**config.mk**
```make
export PLATFORM = sky130hd
export DESIGN_NAME = midi_stream_to_usb_event_packets_flat
export DESIGN_NICKNAME = d
export VERILOG_FILES = /design/src/rtl/mseu_pkg.sv /design/src/rtl/mseu_if.sv /design/src/rtl/mseu_core.sv /design/src/rtl/midi_stream_to_usb_event_packets.sv /design/src/flat_wrapper.sv
export SDC_FILE = /design/constraint.sdc
export NUM_CORES = 1
export LEC_CHECK = 0
export ABC_AREA = 1
export BUFFER_PORTS_ARGS = -buffer_cell sky130_fd_sc_hd__buf_2
export CORE_ASPECT_RATIO = 0.5
export CORE_MARGIN = 4
export CORE_UTILIZATION = 50
export DETAILED_ROUTE_END_ITERATION = 10
export HOLD_SLACK_MARGIN = 0.08
export PLACE_DENSITY = 0.77
export RECOVER_POWER = 100
export SLEW_MARGIN = 20
export SYNTH_ARGS = -nofsm -noshare
export SYNTH_HDL_FRONTEND = slang
export SYNTH_SLANG_ARGS = --single-unit
```
**constraint.sdc**
```tcl
create_clock -name i_clk -period 3.4 [get_ports i_clk]
set_clock_uncertainty 0.2 [all_clocks]
set_input_delay 0.51 -clock i_clk [delete_from_list [all_inputs] [get_ports i_clk]]
set_output_delay 0.51 -clock i_clk [all_outputs]
set_load 0.01 [all_outputs]
```
**src/rtl/mseu_pkg.sv**
```systemverilog
// Package: shared constants and types for the USB-MIDI event packet encoder
`default_nettype none

package mseu_pkg;

    // MIDI status bytes of interest
    localparam logic [7:0] MIDI_SYSEX_START = 8'hF0;
    localparam logic [7:0] MIDI_MTC_QF      = 8'hF1;
    localparam logic [7:0] MIDI_SONG_POS    = 8'hF2;
    localparam logic [7:0] MIDI_SONG_SEL    = 8'hF3;
    localparam logic [7:0] MIDI_TUNE_REQ    = 8'hF6;
    localparam logic [7:0] MIDI_SYSEX_END   = 8'hF7;
    localparam logic [7:0] MIDI_REALTIME_LO = 8'hF8;
    localparam logic [7:0] MIDI_STATUS_LO   = 8'h80;
    localparam logic [3:0] MIDI_HI_PROG     = 4'hC;
    localparam logic [3:0] MIDI_HI_CHPRESS  = 4'hD;
    localparam logic [3:0] MIDI_HI_SYSTEM   = 4'hF;

    // USB-MIDI code index numbers
    localparam logic [3:0] CIN_NONE     = 4'h0;
    localparam logic [3:0] CIN_SC2      = 4'h2;
    localparam logic [3:0] CIN_SC3      = 4'h3;
    localparam logic [3:0] CIN_SX_START = 4'h4;
    localparam logic [3:0] CIN_SX_END1  = 4'h5;
    localparam logic [3:0] CIN_SX_END2  = 4'h6;
    localparam logic [3:0] CIN_SX_END3  = 4'h7;
    localparam logic [3:0] CIN_SINGLE   = 4'hF;

    // Packet produced by the encoder core for one input word
    typedef struct packed {
        logic       valid;
        logic [3:0] code_index;
        logic [7:0] midi_first;
        logic [7:0] midi_second;
        logic [7:0] midi_third;
    } t_result;

endpackage

`default_nettype wire

```
**src/rtl/mseu_if.sv**
```systemverilog
// Interfaces: valid/ready channels for MIDI byte words and USB-MIDI packet words
`default_nettype none

interface mseu_byte_if;
    logic       valid;
    logic       ready;
    logic [7:0] data_byte;
    logic       last_byte;

    modport source (output valid, output data_byte, output last_byte, input ready);
    modport sink   (input valid, input data_byte, input last_byte, output ready);
endinterface

interface mseu_pkt_if;
    logic       valid;
    logic       ready;
    logic [3:0] code_index;
    logic [3:0] cable;
    logic [7:0] midi_first;
    logic [7:0] midi_second;
    logic [7:0] midi_third;

    modport source (output valid, output code_index, output cable, output midi_first,
                    output midi_second, output midi_third, input ready);
    modport sink   (input valid, input code_index, input cable, input midi_first,
                    input midi_second, input midi_third, output ready);
endinterface

`default_nettype wire

```
**src/rtl/mseu_core.sv**
```systemverilog
// Encoder core: message parsing state and packet formation for one MIDI byte
`default_nettype none

module mseu_core (
    input  wire logic             i_clk,
    input  wire logic             i_rst_n,
    input  wire logic             i_take,
    input  wire logic [7:0]       i_data_byte,
    input  wire logic             i_last_byte,
    output mseu_pkg::t_result     o_res
);
    import mseu_pkg::*;

    logic       r_in_sysex, n_in_sysex;
    logic [7:0] r_held0, n_held0;
    logic [7:0] r_held1, n_held1;
    logic [1:0] r_held_count, n_held_count;
    logic [1:0] r_need, n_need;
    logic [3:0] r_pend_code, n_pend_code;
    t_result    res;

    // Work out the packet and the next parser state for the incoming word
    always_comb begin
        logic [7:0] b;
        b = i_data_byte;

        n_in_sysex   = r_in_sysex;
        n_held0      = r_held0;
        n_held1      = r_held1;
        n_held_count = r_held_count;
        n_need       = r_need;
        n_pend_code  = r_pend_code;

        res.valid       = 1'b0;
        res.code_index  = CIN_NONE;
        res.midi_first  = 8'h00;
        res.midi_second = 8'h00;
        res.midi_third  = 8'h00;

        if (r_need != 2'd0) begin
            // Gather data of a pending message, whatever the byte value
            if (r_need == 2'd1) begin
                res.valid      = 1'b1;
                res.code_index = r_pend_code;
                res.midi_first = r_held0;
                if (r_held_count >= 2'd2) begin
                    res.midi_second = r_held1;
                    res.midi_third  = b;
                end else begin
                    res.midi_second = b;
                end
                n_held_count = 2'd0;
                n_need       = 2'd0;
                n_pend_code  = CIN_NONE;
            end else begin
                if (r_held_count < 2'd2) begin
                    if (r_held_count[0]) n_held1 = b;
                    else                 n_held0 = b;
                    n_held_count = r_held_count + 2'd1;
                end
                n_need = r_need - 2'd1;
            end
        end else if (b == MIDI_SYSEX_START) begin
            // Start (or restart) SysEx with the F0 held
            n_in_sysex   = 1'b1;
            n_held0      = MIDI_SYSEX_START;
            n_held_count = 2'd1;
        end else if (r_in_sysex) begin
            if (b == MIDI_SYSEX_END) begin
                // Close SysEx with an end packet of one to three bytes
                res.valid = 1'b1;
                case (r_held_count)
                    2'd0: begin
                        res.code_index = CIN_SX_END1;
                        res.midi_first = MIDI_SYSEX_END;
                    end
                    2'd1: begin
                        res.code_index  = CIN_SX_END2;
                        res.midi_first  = r_held0;
                        res.midi_second = MIDI_SYSEX_END;
                    end
                    default: begin
                        res.code_index  = CIN_SX_END3;
                        res.midi_first  = r_held0;
                        res.midi_second = r_held1;
                        res.midi_third  = MIDI_SYSEX_END;
                    end
                endcase
                n_in_sysex   = 1'b0;
                n_held_count = 2'd0;
            end else if (b >= MIDI_STATUS_LO) begin
                // Pass an interleaved status through on its own
                res.valid      = 1'b1;
                res.code_index = CIN_SINGLE;
                res.midi_first = b;
            end else if (r_held_count >= 2'd2) begin
                // Flush three SysEx bytes as a start packet
                res.valid       = 1'b1;
                res.code_index  = CIN_SX_START;
                res.midi_first  = r_held0;
                res.midi_second = r_held1;
                res.midi_third  = b;
                n_held_count    = 2'd0;
            end else begin
                if (r_held_count[0]) n_held1 = b;
                else                 n_held0 = b;
                n_held_count = r_held_count + 2'd1;
            end
        end else if (b >= MIDI_REALTIME_LO) begin
            // Send real-time bytes at once
            res.valid      = 1'b1;
            res.code_index = CIN_SINGLE;
            res.midi_first = b;
        end else if (b[7:4] == MIDI_HI_SYSTEM) begin
            // System common: size from status, drop undefined codes
            case (b)
                MIDI_MTC_QF, MIDI_SONG_SEL: begin
                    n_held0      = b;
                    n_held_count = 2'd1;
                    n_need       = 2'd1;
                    n_pend_code  = CIN_SC2;
                end
                MIDI_SONG_POS: begin
                    n_held0      = b;
                    n_held_count = 2'd1;
                    n_need       = 2'd2;
                    n_pend_code  = CIN_SC3;
                end
                MIDI_TUNE_REQ, MIDI_SYSEX_END: begin
                    res.valid      = 1'b1;
                    res.code_index = CIN_SX_END1;
                    res.midi_first = b;
                end
                default: begin
                end
            endcase
        end else if (b[7]) begin
            // Channel message: two bytes for program change and pressure
            n_held0      = b;
            n_held_count = 2'd1;
            n_pend_code  = b[7:4];
            if (b[7:4] == MIDI_HI_PROG || b[7:4] == MIDI_HI_CHPRESS) n_need = 2'd1;
            else                                                      n_need = 2'd2;
        end

        // Drop any unfinished message after the last word of a buffer
        if (i_last_byte) begin
            n_in_sysex   = 1'b0;
            n_held_count = 2'd0;
            n_need       = 2'd0;
            n_pend_code  = CIN_NONE;
        end
    end

    // Control state
    always_ff @(posedge i_clk) begin
        if (!i_rst_n) begin
            r_in_sysex   <= 1'b0;
            r_held_count <= 2'd0;
            r_need       <= 2'd0;
            r_pend_code  <= CIN_NONE;
        end else if (i_take) begin
            r_in_sysex   <= n_in_sysex;
            r_held_count <= n_held_count;
            r_need       <= n_need;
            r_pend_code  <= n_pend_code;
        end
    end

    // Held message bytes
    always_ff @(posedge i_clk) begin
        if (i_take) begin
            r_held0 <= n_held0;
            r_held1 <= n_held1;
        end
    end

    assign o_res = res;

    a_count_range: assert property (@(posedge i_clk) disable iff (!i_rst_n)
        r_held_count != 2'd3)
        else $error("held byte count out of range");

    a_gather_outside_sysex: assert property (@(posedge i_clk) disable iff (!i_rst_n)
        (r_need != 2'd0) |-> (!r_in_sysex && r_held_count != 2'd0 &&
                              r_pend_code != CIN_NONE))
        else $error("pending message state inconsistent");

    a_last_clears: assert property (@(posedge i_clk) disable iff (!i_rst_n)
        (i_take && i_last_byte) |=> (!r_in_sysex && r_held_count == 2'd0 &&
                                     r_need == 2'd0))
        else $error("state not cleared after last word");

endmodule

`default_nettype wire

```
**src/rtl/midi_stream_to_usb_event_packets.sv**
```systemverilog
// Top level: MIDI byte stream to USB-MIDI event packet encoder
//
// Usage:
//   i_byte takes one MIDI byte word per cycle (valid/ready); last_byte marks the
//   final byte of a buffer, after which any unfinished message is dropped.
//   o_pkt gives one USB-MIDI event packet word: code index, cable and three
//   MIDI bytes, unused bytes zero. A byte yields zero or one packet.
//   i_cfg_we / i_cfg_wdata load the cable number; write it only while idle.
// Timing:
//   One byte is taken per cycle unless the sink stalls. The packet completed by
//   a byte is on o_pkt in the cycle after it is accepted, from a single output
//   register. The input stays ready while that register is empty or is being
//   drained in the same cycle, so a byte may be accepted while a packet waits.
// Reset:
//   Synchronous, active low: parser state clears, output empties, cable is 0.
// Stall:
//   While the sink holds ready low with a packet waiting, the input is held
//   off and the waiting packet stays unchanged.
`default_nettype none

module midi_stream_to_usb_event_packets (
    input  wire logic       i_clk,
    input  wire logic       i_rst_n,
    input  wire logic       i_cfg_we,
    input  wire logic [3:0] i_cfg_wdata,
    mseu_byte_if.sink       i_byte,
    mseu_pkt_if.source      o_pkt
);
    import mseu_pkg::*;

    logic       r_cable;
    logic [3:0] r_cable_nr;
    logic       r_out_valid;
    logic [3:0] r_out_code;
    logic [3:0] r_out_cable;
    logic [7:0] r_out_first;
    logic [7:0] r_out_second;
    logic [7:0] r_out_third;
    logic       take;
    t_result    res;

    // Accept a word while the output register is free or draining
    assign i_byte.ready = !r_out_valid || o_pkt.ready;
    assign take         = i_byte.valid && i_byte.ready;

    mseu_core u_core (
        .i_clk       (i_clk),
        .i_rst_n     (i_rst_n),
        .i_take      (take),
        .i_data_byte (i_byte.data_byte),
        .i_last_byte (i_byte.last_byte),
        .o_res       (res)
    );

    // Cable number register
    always_ff @(posedge i_clk) begin
        if (!i_rst_n) begin
            r_cable_nr <= 4'd0;
            r_cable    <= 1'b0;
        end else if (i_cfg_we) begin
            r_cable_nr <= i_cfg_wdata;
            r_cable    <= 1'b1;
        end
    end

    // Output word valid: load on a new packet, clear once taken
    always_ff @(posedge i_clk) begin
        if (!i_rst_n) begin
            r_out_valid <= 1'b0;
        end else if (take && res.valid) begin
            r_out_valid <= 1'b1;
        end else if (o_pkt.ready) begin
            r_out_valid <= 1'b0;
        end
    end

    // Output payload
    always_ff @(posedge i_clk) begin
        if (take && res.valid) begin
            r_out_code   <= res.code_index;
            r_out_cable  <= r_cable_nr;
            r_out_first  <= res.midi_first;
            r_out_second <= res.midi_second;
            r_out_third  <= res.midi_third;
        end
    end

    assign o_pkt.valid       = r_out_valid;
    assign o_pkt.code_index  = r_out_code;
    assign o_pkt.cable       = r_out_cable;
    assign o_pkt.midi_first  = r_out_first;
    assign o_pkt.midi_second = r_out_second;
    assign o_pkt.midi_third  = r_out_third;

    a_packet_registered: assert property (@(posedge i_clk) disable iff (!i_rst_n)
        (take && res.valid) |=> (o_pkt.valid && o_pkt.code_index == $past(res.code_index)))
        else $error("completed packet not presented");

    a_no_overwrite: assert property (@(posedge i_clk) disable iff (!i_rst_n)
        (r_out_valid && !o_pkt.ready) |-> !take)
        else $error("word accepted over a stalled packet");

    a_cable_tracks_config: assert property (@(posedge i_clk) disable iff (!i_rst_n)
        (take && res.valid && r_cable) |=> (o_pkt.cable == $past(r_cable_nr)))
        else $error("packet cable differs from configured cable");

endmodule

`default_nettype wire
```
**src/flat_wrapper.sv**
```systemverilog
// flat-port wrapper written by rule: the top's interface ports become plain ports
module midi_stream_to_usb_event_packets_flat import mseu_pkg::*;
  (i_clk, i_rst_n, i_cfg_we, i_cfg_wdata, i_byte_valid, i_byte_data_byte, i_byte_last_byte, i_byte_ready, o_pkt_valid, o_pkt_code_index, o_pkt_cable, o_pkt_midi_first, o_pkt_midi_second, o_pkt_midi_third, o_pkt_ready);
  mseu_byte_if i_byte_i ();
  mseu_pkt_if o_pkt_i ();
  input  wire logic i_clk;
  input  wire logic i_rst_n;
  input  wire logic i_cfg_we;
  input  wire logic [3:0] i_cfg_wdata;
  input wire logic [$bits(i_byte_i.valid)-1:0] i_byte_valid;
  input wire logic [$bits(i_byte_i.data_byte)-1:0] i_byte_data_byte;
  input wire logic [$bits(i_byte_i.last_byte)-1:0] i_byte_last_byte;
  output wire logic [$bits(i_byte_i.ready)-1:0] i_byte_ready;
  output wire logic [$bits(o_pkt_i.valid)-1:0] o_pkt_valid;
  output wire logic [$bits(o_pkt_i.code_index)-1:0] o_pkt_code_index;
  output wire logic [$bits(o_pkt_i.cable)-1:0] o_pkt_cable;
  output wire logic [$bits(o_pkt_i.midi_first)-1:0] o_pkt_midi_first;
  output wire logic [$bits(o_pkt_i.midi_second)-1:0] o_pkt_midi_second;
  output wire logic [$bits(o_pkt_i.midi_third)-1:0] o_pkt_midi_third;
  input wire logic [$bits(o_pkt_i.ready)-1:0] o_pkt_ready;
  assign i_byte_i.valid = i_byte_valid;
  assign i_byte_i.data_byte = i_byte_data_byte;
  assign i_byte_i.last_byte = i_byte_last_byte;
  assign i_byte_ready = i_byte_i.ready;
  assign o_pkt_valid = o_pkt_i.valid;
  assign o_pkt_code_index = o_pkt_i.code_index;
  assign o_pkt_cable = o_pkt_i.cable;
  assign o_pkt_midi_first = o_pkt_i.midi_first;
  assign o_pkt_midi_second = o_pkt_i.midi_second;
  assign o_pkt_midi_third = o_pkt_i.midi_third;
  assign o_pkt_i.ready = o_pkt_ready;
  midi_stream_to_usb_event_packets u_core (.i_clk(i_clk), .i_rst_n(i_rst_n), .i_cfg_we(i_cfg_we), .i_cfg_wdata(i_cfg_wdata), .i_byte(i_byte_i), .o_pkt(o_pkt_i));
endmodule
```
==> results.yml, run 1 <==
synthesis:
  syn-cell-area_mm2: 0.00364
  seq_area_frac_synth_pct: 47.3
  synth_ff_type: "edfxtp_1"
  async_flop_share_pct: 0
  synthTopCellsByArea: "edfxtp_1 (40%), nand2_1 (9.9%), dfxtp_1 (7.7%)"
  synth_cell_type_count: 40
  yosys_warnings: 0
  synth_edf_count: 48
  synth_nets: 473
  yosysTopAreaCell: "edfxtp_1"
  syn_inst: 449
  syn_avg_cell_area_um2: 8.11
  synth_seq_cells: 62
  synth_top_area_share_pct: 39.6
placement:
  dpl_worst_slack_ns: 0.641
  port_buffers: 51
  dpl.hpwl_um: 8250
  gp_congestion: 0.974
final_layout:
  layout-drive-gt1-share_pct: 9.43
  num_antenna_cells: 0
  fill_cells: 643
  layout_common_cells: "nand2_1 (100), o21ai_0 (53), inv_1 (49)"
  mostFrequentLayoutCell: "nand2_1"
  synthToLayoutAreaGrowth_pct: 14.2
  final_nets: 528
cts:
  clk_latency_ns: 0.34
  cts.path.max_buffers: 2
  cts_buffers: 9
  post_cts.repair.setup_buffers: 0
  ctsHoldBuffers: 0
  htree_levels: 3
  postCtsResizedCells: 0
  cts_root_buf: "clkbuf_16"
  cts_sinks: 62
  clk_pin_slew_ns: 0.06
  cts_tree: "built"
routing:
  ant_nets: 0
  wire_per_inst_um: 18.5
  routed_via_density: 5.74
  drc: 0
  wl_um: 11100
  drtIter0Drc: 556
  vias: 3448
  firstDrtPassIters: 5
die:
  die_h_um: 68.3
  coreArea_mm2: 0.00688
  core.rowCount: 21
  dieArea_mm2: 0.00879
  io_pins: 52
  die_width_um: 129
  start_util_pct: 52.9
timing:
  slew-limit-headroom_pct: 31.7
  fmax_mhz: 340
  fin_crit_sh_pct: 86.5
  worst_pin_slew_ns: 1.03
  setup_ws_ns: 0.458
  rsz0062_at_grt: "false"
  finalSetupViolCount: 0
  hold_viol: 0
  fin_crit_ns: 2.94
  tns_ns: 0
  finalMaxSlewViolations: 0
worst_hold_path:
  min_from: "i_cfg_wdata[3]"
  holdPathEnd: "u_core.r_cable_nr[3]"
  hold_path_class: "input port to flop"
  hold_path_depth: 3
critical_path:
  path_class: "input port to flop"
  reg2reg_from: "u_core.u_core.r_held_count[1]"
  arrival_ns: 2.78
  path_max_fanout: 14
  cpPeakStageDelay_ns: 0.52
  path_delay_family: "simple AND/OR/NAND/NOR gates"
  reg2reg_depth: 7
  cp_slowest_cell: "clkbuf_1"
  critPathCaptureType: "flop"
  crit_buf_inv: 3
  start_kind: "input port"
  r2r-end: "u_core.u_core.r_held1[6]"
  cp.required_ns: 3.24
  cp_cell_sequence: "clkbuf_1 > nand2_1 > nor2_4 > buf_4 > nand2_2 > nand2_1 > nor2_1 > a211oi_1 > buf_4"
  r2r_slack_ns: 0.79
global_routing:
  grt_pass1_wl_um: 17100
  met1_usage_pct: 37.5
  grt_max_degree: 27
  met3_usage_pct: 8.57
  first_global_vias: 3084
  grtUsageTotal_pct: 26.5
  overflow: 0
  busiest_layer: "met2"
  gr-usage-met2_pct: 37.7
  antenna_found_initial: 0
pwr:
  max-vdd-ir-drop_uv: 210
  powerDensity_mw_per_mm2: 483
  p_leak_nw: 1.66
flow_run:
  maxCapViolCount: 0
status:
  status: "complete, no violations"
where the power goes:
group	internal (W)	switching, W
Clock	0.000493	0.000347
Sequential	0.000854	0.0000203
Combinational	0.0000825	0.000212
kinds of logic (layout without fill, tap and decap cells):
| group | after synthesis | in the layout | share of synthesized area, % |
|---|---|---|---|
| adders and majority gates | 6 | 6 | 2.06 |
| AOI/OAI and AO/OA | 114 | 114 | 18.2 |
| DFF | 62 | 62 | 47.3 |
| buffers and inverters | 73 | 133 | 8.45 |
| and+or+nand+nor | 194 | 194 | 24.0 |
layout make-up:
cell class / count / area (um2) / area share (%)
inverter: 55 / 206 / 4.97
multi-input combinational: 314 / 1540 / 37.1
tap: 92 / 115 / 2.77
timing repair buffer: 62 / 293 / 7.04
sequential: 62 / 1720 / 41.4
clock buffer: 9 / 225 / 5.42
clock inverter: 7 / 51.3 / 1.23
metrics by stage:
step	area [um2]	hold WS [ns]	total power (W)	cells	util (%)
2_1_floorplan	3640	0.203	0.00108	449	-
3_3_place_gp	4010	0.204	0.00119	585	58.2
3_5_place_dp	4010	0.216	0.00119	585	58.2
4_1_cts	4280	0.188	0.00203	601	62.2
5_1_grt	4160	0.209	0.00209	601	60.4
6_report	4160	0.193	0.00201	601	60.4
Yosys cell counts, types with 4 or more instances:
cell type and instances:
o21ai_1 6, inv_2 5, nand2_2 5, nor2_1 41, edfxtp_1 48, o31ai_1 5
ha_1 6, nand2_1 96, buf_6 4, o21ai_0 50, o211ai_1 4, a21oi_1 25
nand3_1 32, a211oi_1 5, clkbuf_1 11, dfxtp_1 14, inv_1 48, nor3_1 5
state kept, by name (all words and copies together) (netlist names), 8 cells and up:
name / cells
u_core.o_pkt.midi_second: 8
u_core.u_core.r_held1: 8
u_core.u_core.r_held0: 8
u_core.o_pkt.midi_first: 8
u_core.o_pkt.midi_third: 8
worst register-to-register path: cells and delay by family, from the launching register on:
kind,cells,cell delay [ns]
AND/OR/NAND/NOR,2,0.45
AO/OA/AOI/OAI,1,0.25
adder cells (fa/ha/maj),1,0.22
flip-flops,1,0.40
buffers and inverters,3,0.74
worst max path at each step:
stage          slack [ns]                           from  cells after the start                           to
3_5_place_dp         0.64            i_byte_data_byte[7]                     10  u_core.o_pkt.midi_second[1]
5_1_grt              0.29            i_byte_data_byte[7]                     11  u_core.o_pkt.midi_second[6]
3_3_place_gp         0.73            i_byte_data_byte[7]                     10  u_core.o_pkt.midi_second[0]
6_report             0.46            i_byte_data_byte[7]                      9     u_core.u_core.r_held0[6]
2_1_floorplan        0.70            i_byte_data_byte[5]                     10        u_core.o_pkt.cable[0]
4_1_cts              0.80  u_core.u_core.r_held_count[1]                     10  u_core.o_pkt.midi_second[0]
layer usage:
layer | up-vias | wire length, um | part of all wire, %
met5 | - | 0 | 0
met4 | 0 | 272 | 2.4
met3 | 31 | 1320 | 12
met2 | 219 | 4520 | 41
met1 | 1552 | 5040 | 45
li1 | 1646 | - | -
Note: power is estimated with default switching activity, not from simulation.
==> inputs of run 2 (changes only) <==
- CTS_CLUSTER_SIZE: not set -> 25
- clock period: 3.4 -> 3.6 ns (I/O delays scaled with it)
==> run 2 against run 1 <==
Critical path depth unchanged. Register-to-register slack worse by 0.23 ns. Worst setup slack better by 0.061 ns.
==> results.yml, run 2 (synthesis results as in run 1) <==
die:
  die_h_um: 68.3
  start_util_pct: 52.9
  io_pins: 52
  die_width_um: 129
  coreArea_mm2: 0.00688
  core.rowCount: 21
  dieArea_mm2: 0.00879
cts:
  cts.path.max_buffers: 2
  cts_tree: "built"
  cts_sinks: 62
  post_cts.repair.setup_buffers: 0
  htree_levels: 3
  clk_pin_slew_ns: 0.05
  cts_buffers: 9
  postCtsResizedCells: 0
  cts_root_buf: "clkbuf_16"
  ctsHoldBuffers: 0
  clk_latency_ns: 0.33
critical_path:
  critPathCaptureType: "flop"
  arrival_ns: 3.02
  path_class: "input port to flop"
  path_max_fanout: 14
  start_kind: "input port"
  cp.required_ns: 3.54
  reg2reg_depth: 6
final_layout:
  layout-drive-gt1-share_pct: 8.66
  multi_input_area_mm2: 0.00153
  mostFrequentLayoutCell: "nand2_1"
  final_nets: 527
  layout_common_cells: "nand2_1 (100), o21ai_0 (58), inv_1 (49)"
  num_antenna_cells: 0
  finish.utilization_pct: 60.0
  ff_latch_area_mm2: 0.00172
  fill_cells: 652
  post-route-cell-area_mm2: 0.00413
  synthToLayoutAreaGrowth_pct: 13.4
timing:
  tns_ns: 0
  fmax_mhz: 325
  finalSetupViolCount: 0
  slew-limit-headroom_pct: 51.3
  fin_crit_sh_pct: 85.6
  rsz0062_at_grt: "false"
  finalMaxSlewViolations: 0
  fin_crit_ns: 3.08
  hold_viol: 0
  worst_pin_slew_ns: 0.722
worst_hold_path:
  hold_path_depth: 0
  hold_path_class: "flop to flop"
routing:
  ant_nets: 0
  vias: 3434
  routed_via_density: 5.72
  drtIter0Drc: 441
  drc: 0
  wl_um: 10900
  wire_per_inst_um: 18.2
  firstDrtPassIters: 7
pwr:
  max-vdd-ir-drop_uv: 247
  p_leak_nw: 1.65
  powerDensity_mw_per_mm2: 454
global_routing:
  overflow: 0
  first_global_vias: 3231
  grtUsageTotal_pct: 26.4
  grt_pass1_wl_um: 17400
  grt_max_degree: 27
  antenna_found_initial: 0
placement:
  dpl.hpwl_um: 7950
  post_dp_cell_area_mm2: 0.00400
  port_buffers: 51
  gp_congestion: 1.01
status:
  status: "complete, no violations"
flow_run:
  maxCapViolCount: 0
run 2: changes by cell type in the layout (fill, tap and decap cells not counted), sizes merged:
cell / previous run / this run
clkbuf: 53 / 54
buf: 18 / 17
clkinv: 7 / 6
run 2: layout make-up:
cell class | instances | share of cell area, %
Sequential cell | 62 | 41.7
Multi-Input combinational cell | 314 | 37.1
Timing Repair Buffer | 61 | 6.91
Clock buffer | 10 | 5.55
Inverter | 55 | 5.00
Tap cell | 92 | 2.79
Clock inverter | 6 | 0.939
run 2: layer usage:
layer / vias up / wire (um) / GRT usage, %
met5: - / 0 / 0
met4: 0 / 284 / 7.98
met3: 30 / 1160 / 6.24
met2: 211 / 4540 / 40.3
met1: 1547 / 4960 / 37.5
li1: 1646 / - / -
run 2: worst max-delay path, cell delays in order:
cell	delay (ns)
clkbuf_1	0.29
nand2_1	0.18
nor2_1	0.11
buf_4	0.20
nand2_2	0.13
nand2_1	0.20
nor2_1	0.55
o21ai_0	0.45
o31ai_1	0.36
run 2: power by group:
| group | switching [W] | leakage (nW) | internal (W) |
|---|---|---|---|
| combinational | 0.000197 | 0.967 | 0.0000767 |
| sequential | 0.0000186 | 0.558 | 0.000807 |
| clock | 0.000313 | 0.128 | 0.000462 |
run 2: path summary, 6_finish.rpt:
kind	slack (ns)	to	start
worst max-delay path	0.52	u_core.o_pkt.midi_third[5]	i_byte_data_byte[7]
worst min-delay path	0.23	u_core.o_pkt.cable[0]	u_core.r_cable_nr[0]
worst max register to register	0.56	u_core.o_pkt.midi_third[5]	u_core.u_core.r_need[0]
worst min register to register	0.23	u_core.o_pkt.cable[0]	u_core.r_cable_nr[0]
run 2: stage by stage:
step | hold slack (ns) | std cells | power (W) | setup slack (ns)
global route | 0.233 | 600 | 0.00196 | 0.362
finish | 0.226 | 600 | 0.00187 | 0.519
floorplan | 0.203 | 449 | 0.00102 | 0.873
global placement | 0.206 | 584 | 0.00112 | 0.825
detailed placement | 0.214 | 584 | 0.00112 | 0.755
CTS | 0.226 | 600 | 0.00189 | 0.881
==> inputs of run 3 (changes only) <==
- BUFFER_PORTS_ARGS: -buffer_cell sky130_fd_sc_hd__buf_2 -> not set
- DONT_BUFFER_PORTS: not set -> 1
- PLACE_DENSITY: 0.77 -> 0.71
==> run 3 against run 2 <==
Die area is the same. Critical path type is now flop to flop. Largest power group unchanged. Critical path depth down 3. Design area fell by 4.5%. Flip-flop and latch count unchanged.
==> results.yml, run 3 (synthesis results as in run 1) <==
routing:
  wl_um: 10700
  routed_via_density: 5.88
  vias: 3223
  ant_nets: 0
  drc: 0
  drtIter0Drc: 364
  wire_per_inst_um: 19.6
  firstDrtPassIters: 4
critical_path:
  reg2reg_depth: 6
  path_class: "flop to flop"
  cp_slowest_cell: "nor2_1"
  critPathCaptureType: "flop"
  path_max_fanout: 14
  r2r_slack_ns: 0.56
  cpPeakStageDelay_ns: 0.57
  arrival_ns: 2.98
  cp.required_ns: 3.54
  start_kind: "flop"
  reg2reg_from: "u_core.u_core.r_need[1]"
  cp_cell_sequence: "inv_1 > ha_1 > nand2_1 > nor2_1 > o21ai_0 > o31ai_1"
  r2r-end: "u_core.o_pkt.midi_third[0]"
  cp-startpoint: "u_core.u_core.r_need[1]"
  worstSetupEndpoint: "u_core.o_pkt.midi_third[0]"
final_layout:
  synthToLayoutAreaGrowth_pct: 8.28
  final_nets: 475
  post-route-cell-area_mm2: 0.00394
  ff_latch_area_mm2: 0.00172
  mostFrequentLayoutCell: "nand2_1"
  multi_input_area_mm2: 0.00156
  layout_common_cells: "nand2_1 (99), o21ai_0 (58), inv_1 (50)"
  layout-drive-gt1-share_pct: 7.89
  fill_cells: 635
  num_antenna_cells: 0
flow_run:
  maxCapViolCount: 0
cts:
  cts_tree: "built"
  cts_sinks: 62
  cts_buffers: 9
  postCtsResizedCells: 0
  clk_pin_slew_ns: 0.06
  post_cts.repair.setup_buffers: 0
  cts.path.max_buffers: 2
  clk_latency_ns: 0.33
  htree_levels: 3
  ctsHoldBuffers: 0
  cts_root_buf: "clkbuf_16"
placement:
  gp_congestion: 0.961
  post_dp_cell_area_mm2: 0.00373
  dpl.hpwl_um: 7810
  port_buffers: 0
global_routing:
  grtUsageTotal_pct: 25.6
  grt_max_degree: 27
  antenna_found_initial: 0
  first_global_vias: 2975
  overflow: 0
  grt_pass1_wl_um: 16500
timing:
  fin_crit_sh_pct: 84.4
  fin_crit_ns: 3.04
  worst_pin_slew_ns: 0.726
  rsz0062_at_grt: "false"
  holdWs_ns: 0.100
  finalSetupViolCount: 0
  finalMaxSlewViolations: 0
  slew-limit-headroom_pct: 51.1
  tns_ns: 0
  hold_viol: 0
  fmax_mhz: 329
die:
  io_pins: 52
  start_util_pct: 52.9
  coreArea_mm2: 0.00688
  core.rowCount: 21
  dieArea_mm2: 0.00879
  die_width_um: 129
  die_h_um: 68.3
pwr:
  max-vdd-ir-drop_uv: 207
  p_leak_nw: 1.57
  powerDensity_mw_per_mm2: 472
worst_hold_path:
  hold_path_depth: 0
  hold_path_class: "input port to flop"
status:
  status: "complete, no violations"
-- run 3: cell types whose count changed in the layout (fill, tap and decap cells not counted), sizes merged --
cell | previous run | this run
buf | 17 | 6
clkinvlp | 2 | 1
inv | 53 | 54
clkinv | 6 | 7
clkbuf | 54 | 12
-- run 3: worst min-delay path by stage --
stage / start / to / slack [ns]
after floorplan: u_core.r_cable_nr[0] / u_core.o_pkt.cable[0] / 0.20
after global placement: u_core.r_cable_nr[0] / u_core.o_pkt.cable[0] / 0.21
after detailed placement: u_core.r_cable_nr[3] / u_core.o_pkt.cable[3] / 0.21
after CTS: i_byte_data_byte[6] / u_core.u_core.r_held1[6] / 0.09
after global routing: i_byte_data_byte[6] / u_core.u_core.r_held1[6] / 0.09
final: i_byte_data_byte[1] / u_core.u_core.r_held1[1] / 0.10
-- run 3: through the flow --
stage	instances	total power [W]	setup slack, ns	utilization (%)
5_1_grt	548	0.00194	0.365	57.3
3_3_place_gp	532	0.00108	0.902	54.3
3_5_place_dp	532	0.00108	0.805	54.3
4_1_cts	548	0.00187	0.780	58.2
2_1_floorplan	449	0.00102	0.873	-
6_report	548	0.00186	0.562	57.3
-- run 3: area by class of cell --
cell class | count | area share, %
sequential | 62 | 43.7
clock buffer | 9 | 5.71
timing repair buffer | 9 | 1.75
multi-input combinational | 314 | 39.5
tap | 92 | 2.92
inverter | 55 | 5.24
clock inverter | 7 | 1.24
-- run 3: where the power goes --
part | switching, W | total [W] | internal (W)
combinational | 0.000168 | 0.000234 | 0.0000664
clock | 0.000330 | 0.000796 | 0.000466
sequential | 0.0000228 | 0.000830 | 0.000807
-- run 3: worst max-delay path, delay by kind of cell, from the launching register on --
family	cells	cell delay (ns)
buf+inv	1	0.09
fa+ha+maj	1	0.53
simple gates	2	0.90
flops	1	0.31
compound gates	2	0.80
-- run 3: layer usage --
layer  vias to the layer above  track usage, %  routed length (um)  share of wire [%]
li1                       1546               -                   -                  -
met1                      1496            34.2                4850                 45
met2                       165            38.7                4570                 43
met3                        16            10.1                1170                 11
met4                         0            7.59                 133                1.2
met5                         -               0                   0                  0
